**src/rtl/core/aid_table_record_parser_core_assert.svh**
```systemverilog
// aid_table_record_parser_core_assert.svh
// Assertion macros for the record parser core; the including module provides clk_i and rst_ni.
`ifndef AID_TABLE_RECORD_PARSER_CORE_ASSERT_SVH
`define AID_TABLE_RECORD_PARSER_CORE_ASSERT_SVH
`ifndef NO_ASSERTIONS
`define ATRP_ASSERT(name, prop, msg) \
  name: assert property (@(posedge clk_i) disable iff (!rst_ni) prop) else $error(msg);
`define ATRP_ASSERT_NEVER(name, cond, msg) \
  name: assert property (@(posedge clk_i) disable iff (!rst_ni) !(cond)) else $error(msg);
`else
`define ATRP_ASSERT(name, prop, msg)
`define ATRP_ASSERT_NEVER(name, cond, msg)
`endif
`endif

```
**src/rtl/core/atrp_pkg.sv**
```systemverilog
// atrp_pkg.sv
// Types, constants and the kernel lookup table shared by the record parser core.
// No dependencies.
package atrp_pkg;

  localparam int unsigned MAX_RECORDS  = 32;
  localparam int unsigned MAX_ID_LEN   = 16;
  localparam int unsigned MAX_LIST_LEN = 64;

  localparam int unsigned RID_LEN     = 5;
  localparam int unsigned NUM_RID     = 6;
  localparam int unsigned CODE_LEN    = 5;
  localparam int unsigned CODE_BYTES  = 3 * CODE_LEN;
  localparam int unsigned CODE_AW     = $clog2(CODE_BYTES);
  localparam int unsigned FLOOR_BYTES = 4;
  localparam logic [7:0]  CODE_FILL   = 8'hFF;

  localparam logic [8*RID_LEN-1:0] KNOWN_RID [NUM_RID] = '{
    40'hA000000004, 40'hA000000003, 40'hA000000025,
    40'hA000000152, 40'hA000000651, 40'hA000000604
  };
  localparam logic [7:0] RID_KERNEL [NUM_RID] = '{8'd2, 8'd3, 8'd4, 8'd6, 8'd7, 8'd2};

  typedef enum logic [3:0] {
    PH_IDLEN  = 4'd0,
    PH_ID     = 4'd1,
    PH_CTLS   = 4'd2,
    PH_KERNEL = 4'd3,
    PH_CODES  = 4'd4,
    PH_FLOOR  = 4'd5,
    PH_DLEN   = 4'd6,
    PH_DDATA  = 4'd7,
    PH_TLEN   = 4'd8,
    PH_TDATA  = 4'd9
  } phase_e;

  typedef enum logic [3:0] {
    KIND_AID         = 4'd0,
    KIND_CTLS        = 4'd1,
    KIND_KERNEL      = 4'd2,
    KIND_TAC_DENIAL  = 4'd3,
    KIND_TAC_ONLINE  = 4'd4,
    KIND_TAC_DEFAULT = 4'd5,
    KIND_FLOOR       = 4'd6,
    KIND_DDOL        = 4'd7,
    KIND_TDOL        = 4'd8,
    KIND_RECORD_END  = 4'd9,
    KIND_BUFFER_DONE = 4'd10
  } kind_e;

  // Parser state held between beats
  typedef struct packed {
    phase_e              phase;
    logic [7:0]          fcnt;
    logic [7:0]          flen;
    logic [8*RID_LEN-1:0] aid_prefix;
    logic [4:0]          aid_len;
    logic                ctls;
    logic                any_nz;
    logic [31:0]         floor_acc;
    logic [5:0]          rec_done;
    logic [15:0]         byte_pos;
    logic [15:0]         committed;
    logic                stopped;
  } st_t;

  localparam st_t ST_RESET = '{phase: PH_IDLEN, default: '0};

  // Results caused by one accepted beat
  typedef struct packed {
    logic        fld_vld;
    kind_e       fld_kind;
    logic [7:0]  fld_index;
    logic [31:0] fld_value;
    logic [5:0]  rec_field;
    logic        burst;
    logic        burst_ff;
    logic        recend;
    logic        done;
    logic [5:0]  done_rec;
    logic [15:0] done_consumed;
    logic        done_err;
  } pend_t;

  typedef struct packed {
    logic               we;
    logic [CODE_AW-1:0] addr;
    logic [7:0]         data;
  } code_wr_t;

  function automatic logic [7:0] lookup_kernel(logic [8*RID_LEN-1:0] prefix,
                                               logic [4:0] len);
    logic [7:0] kid;
    kid = '0;
    if (len >= 5'(RID_LEN)) begin
      for (int i = 0; i < NUM_RID; i++) begin
        if (prefix == KNOWN_RID[i]) kid = RID_KERNEL[i];
      end
    end
    return kid;
  endfunction

endpackage

```
**src/rtl/core/atrp_in_if.sv**
```systemverilog
// atrp_in_if.sv
// Input byte channel of the record parser: valid/ready with byte and end marker.
// No dependencies.
interface atrp_in_if;
  logic       valid;
  logic       ready;
  logic [7:0] data_byte;
  logic       buffer_end;

  modport source (output valid, output data_byte, output buffer_end, input ready);
  modport sink   (input valid, input data_byte, input buffer_end, output ready);
endinterface

```
**src/rtl/core/atrp_out_if.sv**
```systemverilog
// atrp_out_if.sv
// Result channel of the record parser: valid/ready with one tagged field result.
// No dependencies.
interface atrp_out_if;
  logic        valid;
  logic        ready;
  logic [3:0]  field_kind;
  logic [7:0]  byte_index;
  logic [31:0] field_value;
  logic [5:0]  record_index;
  logic [15:0] consumed_bytes;
  logic        error_status;
  logic        run_last;

  modport source (output valid, output field_kind, output byte_index, output field_value,
                  output record_index, output consumed_bytes, output error_status,
                  output run_last, input ready);
  modport sink   (input valid, input field_kind, input byte_index, input field_value,
                  input record_index, input consumed_bytes, input error_status,
                  input run_last, output ready);
endinterface

```
**src/rtl/core/atrp_parse.sv**
```systemverilog
// atrp_parse.sv
// Next-state and result decode for one buffer byte of the record parser.
// Depends on atrp_pkg.
module atrp_parse (
  input  atrp_pkg::st_t     state_i,
  input  logic [7:0]        data_byte_i,
  input  logic              buffer_end_i,
  output atrp_pkg::st_t     state_o,
  output atrp_pkg::pend_t   pend_o,
  output atrp_pkg::code_wr_t code_wr_o
);

  logic [15:0] bp_n;
  logic [7:0]  cnt_n;
  logic [5:0]  rec_n;
  logic [7:0]  kid;
  logic        any_nz_n;
  logic [31:0] floor_n;
  logic [5:0]  aid_sh;
  logic        fin;

  always_comb begin
    state_o   = state_i;
    pend_o    = '0;
    code_wr_o = '0;
    fin       = 1'b0;
    bp_n      = (state_i.byte_pos != '1) ? state_i.byte_pos + 16'd1 : state_i.byte_pos;
    cnt_n     = state_i.fcnt + 8'd1;
    rec_n     = state_i.rec_done + 6'd1;
    kid       = (state_i.ctls && data_byte_i == 8'd0)
                ? atrp_pkg::lookup_kernel(state_i.aid_prefix, state_i.aid_len)
                : data_byte_i;
    any_nz_n  = state_i.any_nz | (data_byte_i != 8'd0);
    floor_n   = {state_i.floor_acc[23:0], data_byte_i};
    aid_sh    = {3'd4 - state_i.fcnt[2:0], 3'b000};

    state_o.byte_pos = bp_n;
    pend_o.rec_field = state_i.rec_done;

    if (buffer_end_i && bp_n == 16'd1) begin
      // one-byte buffer
      pend_o.done     = 1'b1;
      pend_o.done_err = 1'b1;
      state_o         = atrp_pkg::ST_RESET;
    end else begin
      if (!state_i.stopped) begin
        unique case (state_i.phase)
          atrp_pkg::PH_IDLEN: begin
            state_o.committed = bp_n;
            if (data_byte_i == 8'd0 || data_byte_i > 8'(atrp_pkg::MAX_ID_LEN)) begin
              state_o.stopped = 1'b1;
            end else begin
              state_o.flen       = data_byte_i;
              state_o.fcnt       = '0;
              state_o.aid_prefix = '0;
              state_o.aid_len    = data_byte_i[4:0];
              state_o.phase      = atrp_pkg::PH_ID;
            end
          end
          atrp_pkg::PH_ID: begin
            if (state_i.fcnt < 8'(atrp_pkg::RID_LEN)) begin
              state_o.aid_prefix = state_i.aid_prefix
                                 | (40'(data_byte_i) << aid_sh);
            end
            pend_o.fld_vld   = 1'b1;
            pend_o.fld_kind  = atrp_pkg::KIND_AID;
            pend_o.fld_index = state_i.fcnt;
            pend_o.fld_value = 32'(data_byte_i);
            state_o.fcnt     = cnt_n;
            if (cnt_n >= state_i.flen) begin
              state_o.committed = bp_n;
              state_o.phase     = atrp_pkg::PH_CTLS;
            end
          end
          atrp_pkg::PH_CTLS: begin
            state_o.ctls      = (data_byte_i != 8'd0);
            state_o.committed = bp_n;
            pend_o.fld_vld    = 1'b1;
            pend_o.fld_kind   = atrp_pkg::KIND_CTLS;
            pend_o.fld_value  = {31'b0, data_byte_i != 8'd0};
            state_o.phase     = atrp_pkg::PH_KERNEL;
          end
          atrp_pkg::PH_KERNEL: begin
            state_o.committed = bp_n;
            pend_o.fld_vld    = 1'b1;
            pend_o.fld_kind   = atrp_pkg::KIND_KERNEL;
            pend_o.fld_value  = 32'(kid);
            state_o.fcnt      = '0;
            state_o.any_nz    = 1'b0;
            state_o.phase     = atrp_pkg::PH_CODES;
          end
          atrp_pkg::PH_CODES: begin
            code_wr_o.we   = (state_i.fcnt < 8'(atrp_pkg::CODE_BYTES));
            code_wr_o.addr = state_i.fcnt[atrp_pkg::CODE_AW-1:0];
            code_wr_o.data = data_byte_i;
            state_o.any_nz = any_nz_n;
            state_o.fcnt   = cnt_n;
            if (cnt_n == 8'(atrp_pkg::CODE_LEN) || cnt_n == 8'(2 * atrp_pkg::CODE_LEN)
                || cnt_n == 8'(atrp_pkg::CODE_BYTES)) begin
              state_o.committed = bp_n;
            end
            if (cnt_n >= 8'(atrp_pkg::CODE_BYTES)) begin
              pend_o.burst      = 1'b1;
              pend_o.burst_ff   = !any_nz_n;
              state_o.fcnt      = '0;
              state_o.floor_acc = '0;
              state_o.phase     = atrp_pkg::PH_FLOOR;
            end
          end
          atrp_pkg::PH_FLOOR: begin
            state_o.floor_acc = floor_n;
            state_o.fcnt      = cnt_n;
            if (cnt_n >= 8'(atrp_pkg::FLOOR_BYTES)) begin
              state_o.committed = bp_n;
              pend_o.fld_vld    = 1'b1;
              pend_o.fld_kind   = atrp_pkg::KIND_FLOOR;
              pend_o.fld_value  = floor_n;
              state_o.phase     = atrp_pkg::PH_DLEN;
            end
          end
          atrp_pkg::PH_DLEN, atrp_pkg::PH_TLEN: begin
            state_o.committed = bp_n;
            if (data_byte_i > 8'(atrp_pkg::MAX_LIST_LEN)) begin
              state_o.stopped = 1'b1;
            end else if (data_byte_i == 8'd0) begin
              if (state_i.phase == atrp_pkg::PH_DLEN) state_o.phase = atrp_pkg::PH_TLEN;
              else fin = 1'b1;
            end else begin
              state_o.flen  = data_byte_i;
              state_o.fcnt  = '0;
              state_o.phase = (state_i.phase == atrp_pkg::PH_DLEN) ? atrp_pkg::PH_DDATA
                                                                    : atrp_pkg::PH_TDATA;
            end
          end
          atrp_pkg::PH_DDATA, atrp_pkg::PH_TDATA: begin
            pend_o.fld_vld   = 1'b1;
            pend_o.fld_kind  = (state_i.phase == atrp_pkg::PH_DDATA) ? atrp_pkg::KIND_DDOL
                                                                      : atrp_pkg::KIND_TDOL;
            pend_o.fld_index = state_i.fcnt;
            pend_o.fld_value = 32'(data_byte_i);
            state_o.fcnt     = cnt_n;
            if (cnt_n >= state_i.flen) begin
              state_o.committed = bp_n;
              if (state_i.phase == atrp_pkg::PH_DDATA) state_o.phase = atrp_pkg::PH_TLEN;
              else fin = 1'b1;
            end
          end
          default: state_o.stopped = 1'b1;
        endcase
      end

      // close the record and stop at the record limit
      if (fin) begin
        pend_o.recend    = 1'b1;
        state_o.rec_done = rec_n;
        state_o.phase    = atrp_pkg::PH_IDLEN;
        if (rec_n >= 6'(atrp_pkg::MAX_RECORDS)) state_o.stopped = 1'b1;
      end

      if (buffer_end_i) begin
        pend_o.done          = 1'b1;
        pend_o.done_rec      = state_o.rec_done;
        pend_o.done_consumed = state_o.committed;
        state_o              = atrp_pkg::ST_RESET;
      end
    end
  end

endmodule

```
**src/rtl/core/aid_table_record_parser_core.sv**
```systemverilog
// Record parser core: one buffer byte per input beat, tagged field results out.
// An accepted byte's results go to the output register in turn: its field result or
// the action-code burst (each code byte read from the code store, then registered),
// then record_end and buffer_done; no new byte is taken until the last one is loaded.
// Output back-pressure adds stall cycles. Reset clears parser state and handshake; the
// code store is not cleared.
`include "aid_table_record_parser_core_assert.svh"

module aid_table_record_parser_core (
  input  logic       clk_i,
  input  logic       rst_ni,
  atrp_in_if.sink    in_i,
  atrp_out_if.source out_o
);

  typedef enum logic [2:0] {
    S_IDLE,
    S_FIELD,
    S_RD,
    S_BURST,
    S_RECEND,
    S_DONE
  } seq_e;

  typedef struct packed {
    atrp_pkg::kind_e kind;
    logic [7:0]      index;
    logic [31:0]     value;
    logic [5:0]      rec;
    logic [15:0]     consumed;
    logic            err;
    logic            last;
  } res_t;

  localparam logic [atrp_pkg::CODE_AW-1:0] CodeLast = atrp_pkg::CODE_AW'(atrp_pkg::CODE_BYTES - 1);
  localparam logic [atrp_pkg::CODE_AW-1:0] CodeMid  = atrp_pkg::CODE_AW'(atrp_pkg::CODE_LEN);
  localparam logic [atrp_pkg::CODE_AW-1:0] CodeHigh = atrp_pkg::CODE_AW'(2 * atrp_pkg::CODE_LEN);

  seq_e                        seq_q;
  atrp_pkg::st_t               st_q, st_d;
  atrp_pkg::pend_t             pend_q, pend_d;
  atrp_pkg::code_wr_t          code_wr;
  logic [atrp_pkg::CODE_AW-1:0] burst_k_q;
  logic [7:0]                  code_rd_q;
  logic [7:0]                  code_mem [atrp_pkg::CODE_BYTES];
  res_t                        out_q;
  logic                        out_valid_q;
  logic                        in_acc, out_free, out_load;
  seq_e                        first_s, after_fld, after_rec;
  res_t                        res_fld, res_burst, res_rec, res_done;

  atrp_parse u_parse (
    .state_i     (st_q),
    .data_byte_i (in_i.data_byte),
    .buffer_end_i(in_i.buffer_end),
    .state_o     (st_d),
    .pend_o      (pend_d),
    .code_wr_o   (code_wr)
  );

  assign in_i.ready = (seq_q == S_IDLE);
  assign in_acc     = in_i.valid && in_i.ready;
  assign out_free   = !out_valid_q || out_o.ready;
  // a result beat is loaded into the output register this cycle
  assign out_load   = out_free && (seq_q == S_FIELD || seq_q == S_BURST ||
                                   seq_q == S_RECEND || seq_q == S_DONE);

  always_comb begin
    after_rec = pend_q.done ? S_DONE : S_IDLE;
    after_fld = pend_q.recend ? S_RECEND : after_rec;
    priority if (pend_d.fld_vld) first_s = S_FIELD;
    else if (pend_d.burst)       first_s = S_RD;
    else if (pend_d.recend)      first_s = S_RECEND;
    else if (pend_d.done)        first_s = S_DONE;
    else                         first_s = S_IDLE;
  end

  always_comb begin
    res_fld = '{kind: pend_q.fld_kind, index: pend_q.fld_index, value: pend_q.fld_value,
                rec: pend_q.rec_field, consumed: '0, err: 1'b0,
                last: !(pend_q.recend || pend_q.done)};

    res_burst          = '0;
    res_burst.rec      = pend_q.rec_field;
    res_burst.value    = 32'(pend_q.burst_ff ? atrp_pkg::CODE_FILL : code_rd_q);
    res_burst.last     = (burst_k_q == CodeLast) && !pend_q.done;
    priority if (burst_k_q < CodeMid) begin
      res_burst.kind  = atrp_pkg::KIND_TAC_DENIAL;
      res_burst.index = 8'(burst_k_q);
    end else if (burst_k_q < CodeHigh) begin
      res_burst.kind  = atrp_pkg::KIND_TAC_ONLINE;
      res_burst.index = 8'(burst_k_q - CodeMid);
    end else begin
      res_burst.kind  = atrp_pkg::KIND_TAC_DEFAULT;
      res_burst.index = 8'(burst_k_q - CodeHigh);
    end

    res_rec = '{kind: atrp_pkg::KIND_RECORD_END, index: '0, value: '0,
                rec: pend_q.rec_field, consumed: '0, err: 1'b0, last: !pend_q.done};

    res_done = '{kind: atrp_pkg::KIND_BUFFER_DONE, index: '0, value: '0,
                 rec: pend_q.done_rec, consumed: pend_q.done_consumed,
                 err: pend_q.done_err, last: 1'b1};
  end

  // sequencer and output register
  always_ff @(posedge clk_i or negedge rst_ni) begin
    if (!rst_ni) begin
      seq_q       <= S_IDLE;
      out_valid_q <= 1'b0;
      burst_k_q   <= '0;
      pend_q      <= '0;
      out_q       <= '0;
    end else begin
      if (out_o.ready && !out_load) out_valid_q <= 1'b0;
      unique case (seq_q)
        S_IDLE: begin
          if (in_acc) begin
            pend_q    <= pend_d;
            burst_k_q <= '0;
            seq_q     <= first_s;
          end
        end
        S_FIELD: begin
          if (out_free) begin
            out_q       <= res_fld;
            out_valid_q <= 1'b1;
            seq_q       <= after_fld;
          end
        end
        S_RD: seq_q <= S_BURST;
        S_BURST: begin
          if (out_free) begin
            out_q       <= res_burst;
            out_valid_q <= 1'b1;
            if (burst_k_q == CodeLast) begin
              seq_q <= after_rec;
            end else begin
              burst_k_q <= burst_k_q + 1'b1;
              seq_q     <= S_RD;
            end
          end
        end
        S_RECEND: begin
          if (out_free) begin
            out_q       <= res_rec;
            out_valid_q <= 1'b1;
            seq_q       <= after_rec;
          end
        end
        S_DONE: begin
          if (out_free) begin
            out_q       <= res_done;
            out_valid_q <= 1'b1;
            seq_q       <= S_IDLE;
          end
        end
        default: seq_q <= S_IDLE;
      endcase
    end
  end

  always_ff @(posedge clk_i or negedge rst_ni) begin
    if (!rst_ni) begin
      st_q <= atrp_pkg::ST_RESET;
    end else if (in_acc) begin
      st_q <= st_d;
    end
  end

  // action-code store: written per code beat, read back one byte per burst step
  always_ff @(posedge clk_i) begin
    if (in_acc && code_wr.we) code_mem[code_wr.addr] <= code_wr.data;
    if (seq_q == S_RD) code_rd_q <= code_mem[burst_k_q];
  end

  assign out_o.valid          = out_valid_q;
  assign out_o.field_kind     = out_q.kind;
  assign out_o.byte_index     = out_q.index;
  assign out_o.field_value    = out_q.value;
  assign out_o.record_index   = out_q.rec;
  assign out_o.consumed_bytes = out_q.consumed;
  assign out_o.error_status   = out_q.err;
  assign out_o.run_last       = out_q.last;

  `ATRP_ASSERT(a_end_resets, (in_acc && in_i.buffer_end) |=> (st_q.byte_pos == '0 && st_q.rec_done == '0 && !st_q.stopped), "parser state not cleared after buffer end")
  `ATRP_ASSERT(a_done_is_last, (out_valid_q && out_q.kind == atrp_pkg::KIND_BUFFER_DONE) |-> out_q.last, "buffer_done beat without run_last")
  `ATRP_ASSERT_NEVER(a_burst_range, (seq_q == S_BURST || seq_q == S_RD) && burst_k_q > CodeLast, "code store index out of range")
  `ATRP_ASSERT_NEVER(a_rec_limit, st_q.rec_done > 6'(atrp_pkg::MAX_RECORDS), "record count beyond limit")

endmodule

```
**src/flat_wrapper.sv**
```systemverilog
// flat-port wrapper written by rule: the top's interface ports become plain ports
module aid_table_record_parser_core_flat 
  (clk_i, rst_ni, in_i_valid, in_i_data_byte, in_i_buffer_end, in_i_ready, out_o_valid, out_o_field_kind, out_o_byte_index, out_o_field_value, out_o_record_index, out_o_consumed_bytes, out_o_error_status, out_o_run_last, out_o_ready);
  atrp_in_if in_i_i ();
  atrp_out_if out_o_i ();
  input  logic clk_i;
  input  logic rst_ni;
  input wire logic [$bits(in_i_i.valid)-1:0] in_i_valid;
  input wire logic [$bits(in_i_i.data_byte)-1:0] in_i_data_byte;
  input wire logic [$bits(in_i_i.buffer_end)-1:0] in_i_buffer_end;
  output wire logic [$bits(in_i_i.ready)-1:0] in_i_ready;
  output wire logic [$bits(out_o_i.valid)-1:0] out_o_valid;
  output wire logic [$bits(out_o_i.field_kind)-1:0] out_o_field_kind;
  output wire logic [$bits(out_o_i.byte_index)-1:0] out_o_byte_index;
  output wire logic [$bits(out_o_i.field_value)-1:0] out_o_field_value;
  output wire logic [$bits(out_o_i.record_index)-1:0] out_o_record_index;
  output wire logic [$bits(out_o_i.consumed_bytes)-1:0] out_o_consumed_bytes;
  output wire logic [$bits(out_o_i.error_status)-1:0] out_o_error_status;
  output wire logic [$bits(out_o_i.run_last)-1:0] out_o_run_last;
  input wire logic [$bits(out_o_i.ready)-1:0] out_o_ready;
  assign in_i_i.valid = in_i_valid;
  assign in_i_i.data_byte = in_i_data_byte;
  assign in_i_i.buffer_end = in_i_buffer_end;
  assign in_i_ready = in_i_i.ready;
  assign out_o_valid = out_o_i.valid;
  assign out_o_field_kind = out_o_i.field_kind;
  assign out_o_byte_index = out_o_i.byte_index;
  assign out_o_field_value = out_o_i.field_value;
  assign out_o_record_index = out_o_i.record_index;
  assign out_o_consumed_bytes = out_o_i.consumed_bytes;
  assign out_o_error_status = out_o_i.error_status;
  assign out_o_run_last = out_o_i.run_last;
  assign out_o_i.ready = out_o_ready;
  aid_table_record_parser_core u_core (.clk_i(clk_i), .rst_ni(rst_ni), .in_i(in_i_i), .out_o(out_o_i));
endmodule
```
**config.mk**
```make
export PLATFORM = sky130hd
export DESIGN_NAME = aid_table_record_parser_core_flat
export DESIGN_NICKNAME = d
export VERILOG_FILES = /design/src/rtl/core/atrp_pkg.sv /design/src/rtl/core/atrp_in_if.sv /design/src/rtl/core/atrp_out_if.sv /design/src/rtl/core/atrp_parse.sv /design/src/rtl/core/aid_table_record_parser_core.sv /design/src/flat_wrapper.sv
export VERILOG_INCLUDE_DIRS = /design/src /design/src/rtl/core
export SDC_FILE = /design/constraint.sdc
export NUM_CORES = 1
export LEC_CHECK = 0
export BUFFER_PORTS_ARGS = -buffer_cell sky130_fd_sc_hd__buf_2
export CORE_UTILIZATION = 43
export DETAILED_ROUTE_END_ITERATION = 8
export MAX_ROUTING_LAYER = met4
export PLACE_DENSITY = 0.6
export SLEW_MARGIN = 15
export SYNTH_ARGS = -nofsm -noshare
export SYNTH_HDL_FRONTEND = slang
export SYNTH_SLANG_ARGS = --single-unit
```
**constraint.sdc**
```tcl
create_clock -name clk_i -period 3.3 [get_ports clk_i]
set_input_delay 0 -clock clk_i [delete_from_list [all_inputs] [get_ports clk_i]]
set_output_delay 0 -clock clk_i [all_outputs]
set_load 0.005 [all_outputs]
```
==> reports/summary.txt <==
Status: finished, final reports clean
Chip width: 212 um
Antenna diodes: 0
Final std cells w/o fill: 2,464
Achievable frequency: 315 MHz
Critical path endpoint category: flip-flop
Clock period minus worst slack: 3.17 ns
Worst-Margin Slew: 0.923 ns
Hold Vio Cnt, Final: 0
Worst Setup Path Type: flip-flop to flip-flop
Final-stage net count: 1,878
Placed cells: 2,367
Synth area leaders: dfrtp_1, edfxtp_1, nand2_1
Post-detail-place hpwl: 33,000 um
Largest family of logic cells by synthesized area: compound AO/OA/AOI/OAI gates
# Max-Cap Violations: 0
Count of state elements after synthesis: 410
Via density: 5.67
Starting Density: 43.9%
Setup Skew: 0.0359 ns
Setup crit start kind: flip-flop
Worst IR Drop VDD: 0.418 mV
Vias after detailed routing: 14,000
Worst skew pair latency: 0.60 ns
Synth async-reset ratio: 68.8%
Area grow syn2layout: 17.7%
Worst r2r src: u_core.st_q[126]
Slowest Stage Delay on Critical Path: 0.40 ns
Clk sinks: 410
Number of global-route vias before repair: 13,600
Cts bufs inserted: 45
Die height: 212 um
Buffer and inverter count on the worst path: 4
Row count: 76
CTS Buffer Depth: 3
Port-buffer cells: 82
Mapped Area: 19,000 um2
Final Slew Violations: 0
Yosys Warn Count: 0
Root buffer cell: clkbuf_16
DR pass1 iterations: 8
Total grt overflow: 0
Max-slew headroom: 38.2%
Residual DRC: 0
GRT Total Usage: 22.7%
Fin util: 51.7%
Post-synth top area share: 37.1%
CP max stage cell: dfrtp_1
Routability cong.: 0.963
Ports: 83
Antenna viol nets, final: 0
Syn Inst Count: 1,733
Setup violations, final: 0
Primary FF master, synth: dfrtp_1
Largest net degree at the start of global routing: 101
Fillers: 3,880
Delay-heaviest family, CP: compound AO/OA/AOI/OAI gates
Synth area leader: dfrtp_1
Setup ws final: 0.127 ns
Post-synth EDFFs: 128
Final WL: 48,300 um
Post-Synth Adder-Cell Area: 1.38%
Antenna violations before repair: 0
Synth Area in Compound Gates: 15.3%
Synth cell types: 90
Fin crit share: 96.2%
Setup WS pre-CTS: 0.0849 ns
Simple-Gate Fraction of Synth Area: 14.6%
CTS tree: built
Fin Hold WS: 0.0502 ns
Share of post-route cells with drive strength above 1: 18.8%
CTS clk-pin slew, worst paths: 0.06 ns
Worst Path Arrival: 3.63 ns
CP Launch Point: u_core.st_q[126]
H-Tree Depth: 2
First-pass GRT wire length: 77,600 um
Post-synthesis sequential area ratio: 57.3%
Max FO, Critical Path: 24
Required @ worst endpoint: 3.76 ns
Synth Area in XOR/XNOR: 1.20%
Power per cell area: 631 nW/um2
Core area: 43,400 um2
Mux share of post-synthesis cell area: 6.37%
Mapped Nets: 1,767
Die area: 45,100 um2
Lkg Pwr: 9.43 nW
Syn Area/Cell: 11.0 um2
DRT iter0 DRCs: 1,221
Hold Crit Class: input port to asynchronous set/reset pin
Routed length per instance: 19.6 um
Critical-path cell list: ha_1 -> and3_1 -> xnor2_2 -> inv_1 -> ha_1 -> a21o_1 -> a21oi_1 -> o21ai_2 -> a2111oi_4 -> buf_4 -> nor4b_4 -> buf_4 -> buf_6 -> o311ai_0
==> final timing paths <==
path / slack, ns / endpoint / depth (start not counted)
min reg2reg: 0.47 / u_core.out_o.consumed_bytes[2] / 2
min: 0.05 / u_core.st_q[113] / 2
max: 0.13 / u_core.st_q[2] / 14
min in group clk_i: 0.41 / u_core.st_q[96] / 4
max reg2reg: 0.13 / u_core.st_q[2] / 14
max in group asynchronous: 2.27 / u_core.burst_k_q[0] / 3
==> kinds of logic (layout without fill, tap and decap cells) <==
family,after synthesis,count (layout)
simple gates,582,582
compound gates,431,431
flops,410,410
buf+inv,183,329
mux,80,80
xor+xnor,26,26
fa+ha+maj,21,21
==> final cells by class <==
cell class	count	area, um2	area share [%]
clock inverter	21	239	1.07
timing repair buffer	200	1580	7.04
tap	585	732	3.27
multi-input combinational	1140	7520	33.6
sequential	410	10900	48.6
clock buffer	61	1270	5.65
inverter	47	176	0.787
==> power breakdown <==
part | internal [W] | switching [W] | total [W]
clock | 0.00295 | 0.00209 | 0.00504
combinational | 0.00108 | 0.00217 | 0.00325
sequential | 0.00556 | 0.000298 | 0.00586
==> Yosys cell counts (28+ instances only) <==
master	number
mux2i_1	41
a21oi_1	70
clkbuf_1	103
inv_1	47
nor2_1	87
nand4_1	28
mux4_2	32
nand2_1	300
o21ai_0	137
o31ai_1	46
a22o_1	63
dfrtp_1	282
edfxtp_1	128
==> worst reg2reg max path: stages (launching register included) <==
cell and delay (ns):
dfrtp_1 0.40, ha_1 0.22, and3_1 0.24, xnor2_2 0.18
inv_1 0.07, ha_1 0.30, a21o_1 0.16, a21oi_1 0.17
o21ai_2 0.13, a2111oi_4 0.36, buf_4 0.18, nor4b_4 0.05
buf_4 0.16, buf_6 0.18, o311ai_0 0.28
==> what timing repair did <==
action	in CTS	in global routing
endpoints found under the hold margin	160	0
hold buffers	12	0
gates resized for setup	0	35
endpoints found under the setup margin	0	224
buffers inserted	0	1
==> layout by cell type, fill, tap and decap left out, types with 6 or more instances in the layout <==
master         count
mux2_2             6
nand2b_1           9
nand2_1          298
edfxtp_1         128
a22oi_1            9
a22o_1            63
ha_1              21
buf_12            17
dlygate4sd3_1     12
nor3_1            25
nor4_1            17
a32o_1             8
nor2b_1           14
clkbuf_16         46
buf_4             86
clkbuf_1           8
o311ai_1          11
buf_2             81
clkbuf_8           8
or2_2              6
o21ai_0          135
nor2_1            86
dfrtp_1          281
mux4_2            32
a31oi_1            8
xnor2_1           19
o31ai_1           46
o22ai_1            8
clkinv_2          11
a21oi_1           69
nand4_1           28
and3_1            16
nand3_1           26
inv_1             47
mux2i_1           41
==> per-layer routing <==
metal,up-vias,wire (um),global-route usage [%]
met5,-,0,-
met4,0,1300,7.05
met3,79,2490,3.03
met2,423,22200,34.2
met1,6905,22400,31.8
li1,6553,-,-
==> through the flow <==
stage                     power [W]  setup TNS [ns]  cell area [um2]
after floorplan             0.00793               0            19000
after global placement      0.00902               0            20700
after detailed placement    0.00906               0            20700
after CTS                    0.0141               0            22300
after global routing         0.0148       -0.000668            22400
final                        0.0141               0            22400
==> state kept, by name (all words and copies together), names as in the netlist <==
register / flops
u_core.out_o.byte_index: 8
u_core.code_rd_q: 8
u_core.out_o.run_last: 1
u_core.code_mem: 120
u_core.burst_k_q: 4
u_core.pend_q: 76
u_core.out_o.consumed_bytes: 16
u_core.out_o.valid: 1
u_core.out_o.error_status: 1
u_core.out_o.field_value: 32
u_core.seq_q: 3
u_core.out_o.record_index: 6
u_core.out_o.field_kind: 4
u_core.st_q: 130
Power figures use the tool's default switching activity.
